==> config.mk <==
export PLATFORM = sky130hd
export DESIGN_NAME = pitr_ram
export DESIGN_NICKNAME = d
export VERILOG_FILES = /design/src/rtl/core/planar_icon_to_rgb_top_assert.svh /design/src/rtl/core/pitr_ram.sv
export SDC_FILE = /design/constraint.sdc
export NUM_CORES = 2
export LEC_CHECK = 0
export ABC_AREA = 1
export BUFFER_PORTS_ARGS = -buffer_cell sky130_fd_sc_hd__buf_4
export CORE_ASPECT_RATIO = 2
export CORE_MARGIN = 3
export CORE_UTILIZATION = 30
export CTS_BUF_LIST = sky130_fd_sc_hd__clkbuf_4 sky130_fd_sc_hd__clkbuf_8 sky130_fd_sc_hd__clkbuf_16
export CTS_CLUSTER_SIZE = 40
export DETAILED_ROUTE_END_ITERATION = 8
export PLACE_DENSITY_LB_ADDON = 0.08
export SLEW_MARGIN = 20
export SYNTH_ARGS = -nofsm -noshare
export SYNTH_HDL_FRONTEND = slang
export SYNTH_SLANG_ARGS = --single-unit
export TNS_END_PERCENT = 20
==> constraint.sdc <==
create_clock -name i_clk -period 1.9 [get_ports i_clk]
set_input_delay 0.285 -clock i_clk [delete_from_list [all_inputs] [get_ports i_clk]]
set_output_delay 0.285 -clock i_clk [all_outputs]
set_load 0.05 [all_outputs]
==> src/rtl/core/planar_icon_to_rgb_top_assert.svh <==
// Assertion macros shared by the planar icon converter RTL.
`ifndef PLANAR_ICON_TO_RGB_TOP_ASSERT_SVH
`define PLANAR_ICON_TO_RGB_TOP_ASSERT_SVH

// Concurrent assertion on an explicit clock and active-low reset.
`define PITR_ASSERT_CLK(label, clk, rst_n, prop, msg) \
    label: assert property (@(posedge clk) disable iff (!rst_n) prop) else $error(msg);

// Concurrent assertion on the block clock and reset.
`define PITR_ASSERT(label, prop, msg) `PITR_ASSERT_CLK(label, i_clk, i_rst_n, prop, msg)

`endif

==> src/rtl/core/pitr_ram.sv <==
// Generic simple dual-port RAM with registered read.
module pitr_ram #(
    parameter int WIDTH = 8,
    parameter int DEPTH = 256
) (
    input  logic                     i_clk,
    input  logic                     i_we,
    input  logic [$clog2(DEPTH)-1:0] i_waddr,
    input  logic [WIDTH-1:0]         i_wdata,
    input  logic                     i_re,
    input  logic [$clog2(DEPTH)-1:0] i_raddr,
    output logic [WIDTH-1:0]         o_rdata
);

    logic [WIDTH-1:0] r_mem [DEPTH];
    logic [WIDTH-1:0] r_rdata;

    always_ff @(posedge i_clk) begin
        if (i_we) begin
            r_mem[i_waddr] <= i_wdata;
        end
        if (i_re) begin
            r_rdata <= r_mem[i_raddr];
        end
    end

    assign o_rdata = r_rdata;

endmodule

# Word level (Yosys, flattened, before mapping)
# Memories as Yosys holds them, arrays and structs flattened. A register that Yosys moved wholly into a read port is not among the register bits.
# Index checks and enable logic that the tools add are counted.
# word_totals
regBits	0
mem_bits_rw	2048
in_bits	27
out_inout_bits	8
elab_cells	3
mem_count	1
# op_classes
mux	2
# memory_table
name	words	width	rd	rd_ports_with_merged_regs	wr	line_no	text
r_mem	256	8	1	1	1	pitr_ram.sv:15	logic [WIDTH-1:0] r_mem [DEPTH];
# ops
cell	n
$mux 1	2

# Logic depth before layout (Yosys ltp)
# logic_depth
depth_word	2
mapped_depth	15
depth_no_buf	11

# Worst setup path before layout
# Ideal clock, no wire load.
# synth_path
kind	input-to-reg
startpoint	input port i_we
endpoint	memory r_mem[162][0] (enable)
setup_time_ps	370
arrival_ps	1406
setup_slack_ps	124
path_stages	4
n_path_buf	2
path_cell_list	clkbuf_1 nand3_1 clkbuf_1 nor2_1
# synth_between
elab_chain_cells	2
# synth_rtl
element	line_no	text
start: declaration	pitr_ram.sv:7	input logic i_we,
$mux 1	pitr_ram.sv:19	if (i_we) begin
$mux 1 (implied by the code)	pitr_ram.sv:20	r_mem[i_waddr] <= i_wdata;
end: declaration	pitr_ram.sv:15	
# Every way passes these cells.

# Worst setup path in the final report
# layout_path
startpoint	register r_rdata[2] (netlist: o_rdata[2]) (read register of r_mem)
endpoint	output port o_rdata[2]
# layout_rtl
element	line_no	text
start: declaration	pitr_ram.sv:16	logic [WIDTH-1:0] r_rdata;
end: declaration	pitr_ram.sv:12	output logic [WIDTH-1:0] o_rdata
# No word-level cell between the ends.

==> flow_metrics.env <==
export IMPL_max_freq_ghz=0.516
export IMPL_endpoint_kind="output pin"
export IMPL_grt_pass1_wl_um=425000
export IMPL_post_drt_wl_per_cell_um=26.6
export IMPL_worst_r2r_cell_count=11
export IMPL_cp_num_buf_inv=1
export IMPL_clk_pin_slew_ns=0.07
export IMPL_worstPathCellList="buf_6"
export IMPL_regArea_mm2=0.0617
export IMPL_hold_depth=6
export IMPL_skew_ns=0.0324
export IMPL_r2r_end="o_rdata[3]"
export IMPL_area_growth_pct=21.7
export IMPL_drt_iter0_drc=3876
export IMPL_clk_latency_ns=0.87
export IMPL_max_cap_violations=0
export IMPL_yosys_area_top_type="edfxtp_1"
export IMPL_ys_seq_area_share_pct=74.0
export IMPL_final_setup_worst_slack_ns=-0.0362
export IMPL_required_ns=1.62
export IMPL_rows=273
export IMPL_violations="setup timing"
export IMPL_total_power_mw=96.9
export IMPL_grt_max_degree=80
export IMPL_grtUsageTotal_pct=20.9
export IMPL_grt_pass1_vias=56565
export IMPL_finalSetupTns_ns=-0.0362
export IMPL_relSlewSlack_pct=49.4
export IMPL_core_area_mm2=0.277
export IMPL_io_pins=35
export IMPL_hold_ws_ns=0.183
export IMPL_p_per_area_mw_per_mm2=954
export IMPL_avgSynthCellArea_um2=11.9
export IMPL_hp_class="input port to flop"
export IMPL_root_buffer="clkbuf_16"
export IMPL_final_layout_size_suffix_gt1_share_pct=16.8
export IMPL_syn_inst=7003
export IMPL_ys_warn_count=0
export IMPL_vias=55635
export IMPL_cts_buffer_depth=4
export IMPL_finalMaxSlewViolations=0
export IMPL_numCtsBuffers=196
export IMPL_dieWidth_um=379
export IMPL_drc=0
export IMPL_min_from="i_raddr[6]"
export IMPL_antenna_found_initial=11
export IMPL_fin_nets=7618
export IMPL_setup_viol=1
export IMPL_initial_utilization_pct=30.2
export IMPL_worstMarginPinSlew_ns=0.759
export IMPL_synth_area_top_cells="edfxtp_1, nand3_1, nand2_1"
export IMPL_critPathSlowestCell="edfxtp_1"
export IMPL_fp_dieH_um=752
export IMPL_post_cts_setup_buffer_count=0
export IMPL_cts_max_level=4
export IMPL_hold_viol=0
export IMPL_static_leakage_power_nw=36.3
export IMPL_syn_num_nets=7030
export IMPL_cp_top_family="flip-flops"
export IMPL_ys_seq_elements=2056
export IMPL_dr_pass1_iters=5
export IMPL_irDropWorstVdd_mv=0.670
export IMPL_worstPathArrival_ns=1.65
export IMPL_dp_cells=10958
export IMPL_post_route_period_util_pct=102
export IMPL_overflow=0
export IMPL_nFillCells=27046
export IMPL_numClockSinks=2056
export IMPL_place_congestion=0.837
export IMPL_path_class="flop to output pin"
export IMPL_timing_hold_worst_endpoint="o_rdata[3]"
export IMPL_drtAntennaViolNets=0
export IMPL_multi_input_area_mm2=0.0199
export IMPL_synth_area_mm2=0.0835
export IMPL_io_buffers=34
export IMPL_stdcell_count=11310
export IMPL_yosysUniqueCellTypes=13
export IMPL_rsz0062_at_grt="yes"
export IMPL_min_period_ns=1.94
export IMPL_cts_tree="done"
export IMPL_slowest_delay_ns=0.55
export IMPL_routed_via_density=4.92
export IMPL_synth_top_area_share_pct=74.0
export IMPL_rrSetupSlack_ns=0.02
export IMPL_r2r_start="r_mem[141][3]"
export IMPL_routed_wl_um=300000
export IMPL_place_hpwl_um=203000
export IMPL_start_kind="flop"
export IMPL_status="finished with violations"
export IMPL_place_ws_ns=-1.01
export IMPL_die_area_mm2=0.285
export IMPL_path_max_fanout=1
-- what timing repair did --
action                     4_1_cts  5_1_grt
pin swaps                        4        8
hold endpoints to repair       437        0
hold buffers                    10        0
cloned                           0        0
gates resized for setup         92       54
setup endpoints to repair       11        9
-- cell usage in the layout (no fill, tap or decap) --
cell type / Yosys / layout
buf_8: 1 / 11
clkinv_1: 0 / 49
buf_6: 16 / 11
bufinv_16: 0 / 19
inv_16: 0 / 1
nand2_1: 2123 / 2096
clkinv_2: 0 / 34
nand2_4: 0 / 1
clkinvlp_4: 0 / 5
edfxtp_1: 2056 / 2056
nand3_1: 2019 / 1905
inv_8: 0 / 2
buf_12: 0 / 197
inv_6: 0 / 1
clkbuf_4: 0 / 32
buf_4: 46 / 644
diode_2: 0 / 3
nand2_2: 0 / 26
inv_1: 36 / 34
nand3_2: 0 / 104
nor2_1: 283 / 283
clkinv_4: 0 / 1
clkinv_8: 0 / 2
nand3_4: 0 / 10
dlygate4sd3_1: 0 / 10
inv_2: 2 / 1
clkbuf_16: 0 / 197
-- stage by stage --
stage / area [um2] / utilization [%]
after detailed placement: 94600 / 34.2
after CTS: 101000 / 36.6
final: 102000 / 36.7
after global placement: 94600 / 34.2
after global routing: 102000 / 36.7
after floorplan: 83500 / -
-- cell usage after synthesis --
cell,count
buf_2,268
buf_1,40
inv_1,36
buf_8,1
inv_4,1
clkbuf_1,112
buf_4,46
inv_2,2
nand3_1,2019
edfxtp_1,2056
buf_6,16
nand2_1,2123
nor2_1,283
-- power breakdown --
part / internal [mW] / total [mW] / switching [mW] / leakage [nW]
registers: 50.0 / 50.0 / 0.0471 / 18.5
clock network: 21.9 / 39.2 / 17.3 / 3.07
logic: 2.40 / 7.68 / 5.28 / 14.7
-- cell families after synthesis --
logic type | count (synthesis) | synth area share [%]
buf+inv | 522 | 3.12
simple gates | 4425 | 22.9
flops | 2056 | 74.0
-- registers in the layout, indices dropped and copies added (netlist names) --
| name | count |
|---|---|
| o_rdata | 8 |
| r_mem | 2048 |
-- per-layer routing --
| metal | part of all wire (%) | GRT usage (%) | up-vias |
|---|---|---|---|
| li1 | - | - | 26000 |
| met3 | 2.7 | 1.70 | 450 |
| met1 | 38 | 23.4 | 28063 |
| met5 | 0.0043 | 0 | - |
| met2 | 54 | 39.7 | 1120 |
| met4 | 5.0 | 9.12 | 2 |
-- area by class of cell --
cell class	instances	share of cell area [%]
multi-input cells	4425	19.5
inverters	39	0.180
repair buffers	873	9.02
diodes	3	0.00739
well taps	3575	4.40
clock buffers	229	5.09
clock inverters	110	0.988
flip-flops and latches	2056	60.8
-- worst max-delay path by stage --
stage | startpoint | to | slack [ns] | depth (start not counted)
3_5_place_dp | i_raddr[1] | o_rdata[2] | -1.01 | 13
6_report | o_rdata[2] | o_rdata[2] | -0.04 | 1
4_1_cts | o_rdata[2] | o_rdata[2] | -0.09 | 1
2_1_floorplan | i_we | r_mem[162][0] | 0.12 | 4
3_3_place_gp | i_raddr[1] | o_rdata[2] | -1.03 | 13
5_1_grt | o_rdata[2] | o_rdata[2] | -0.06 | 1
Note: power is estimated with default switching activity, not from simulation.
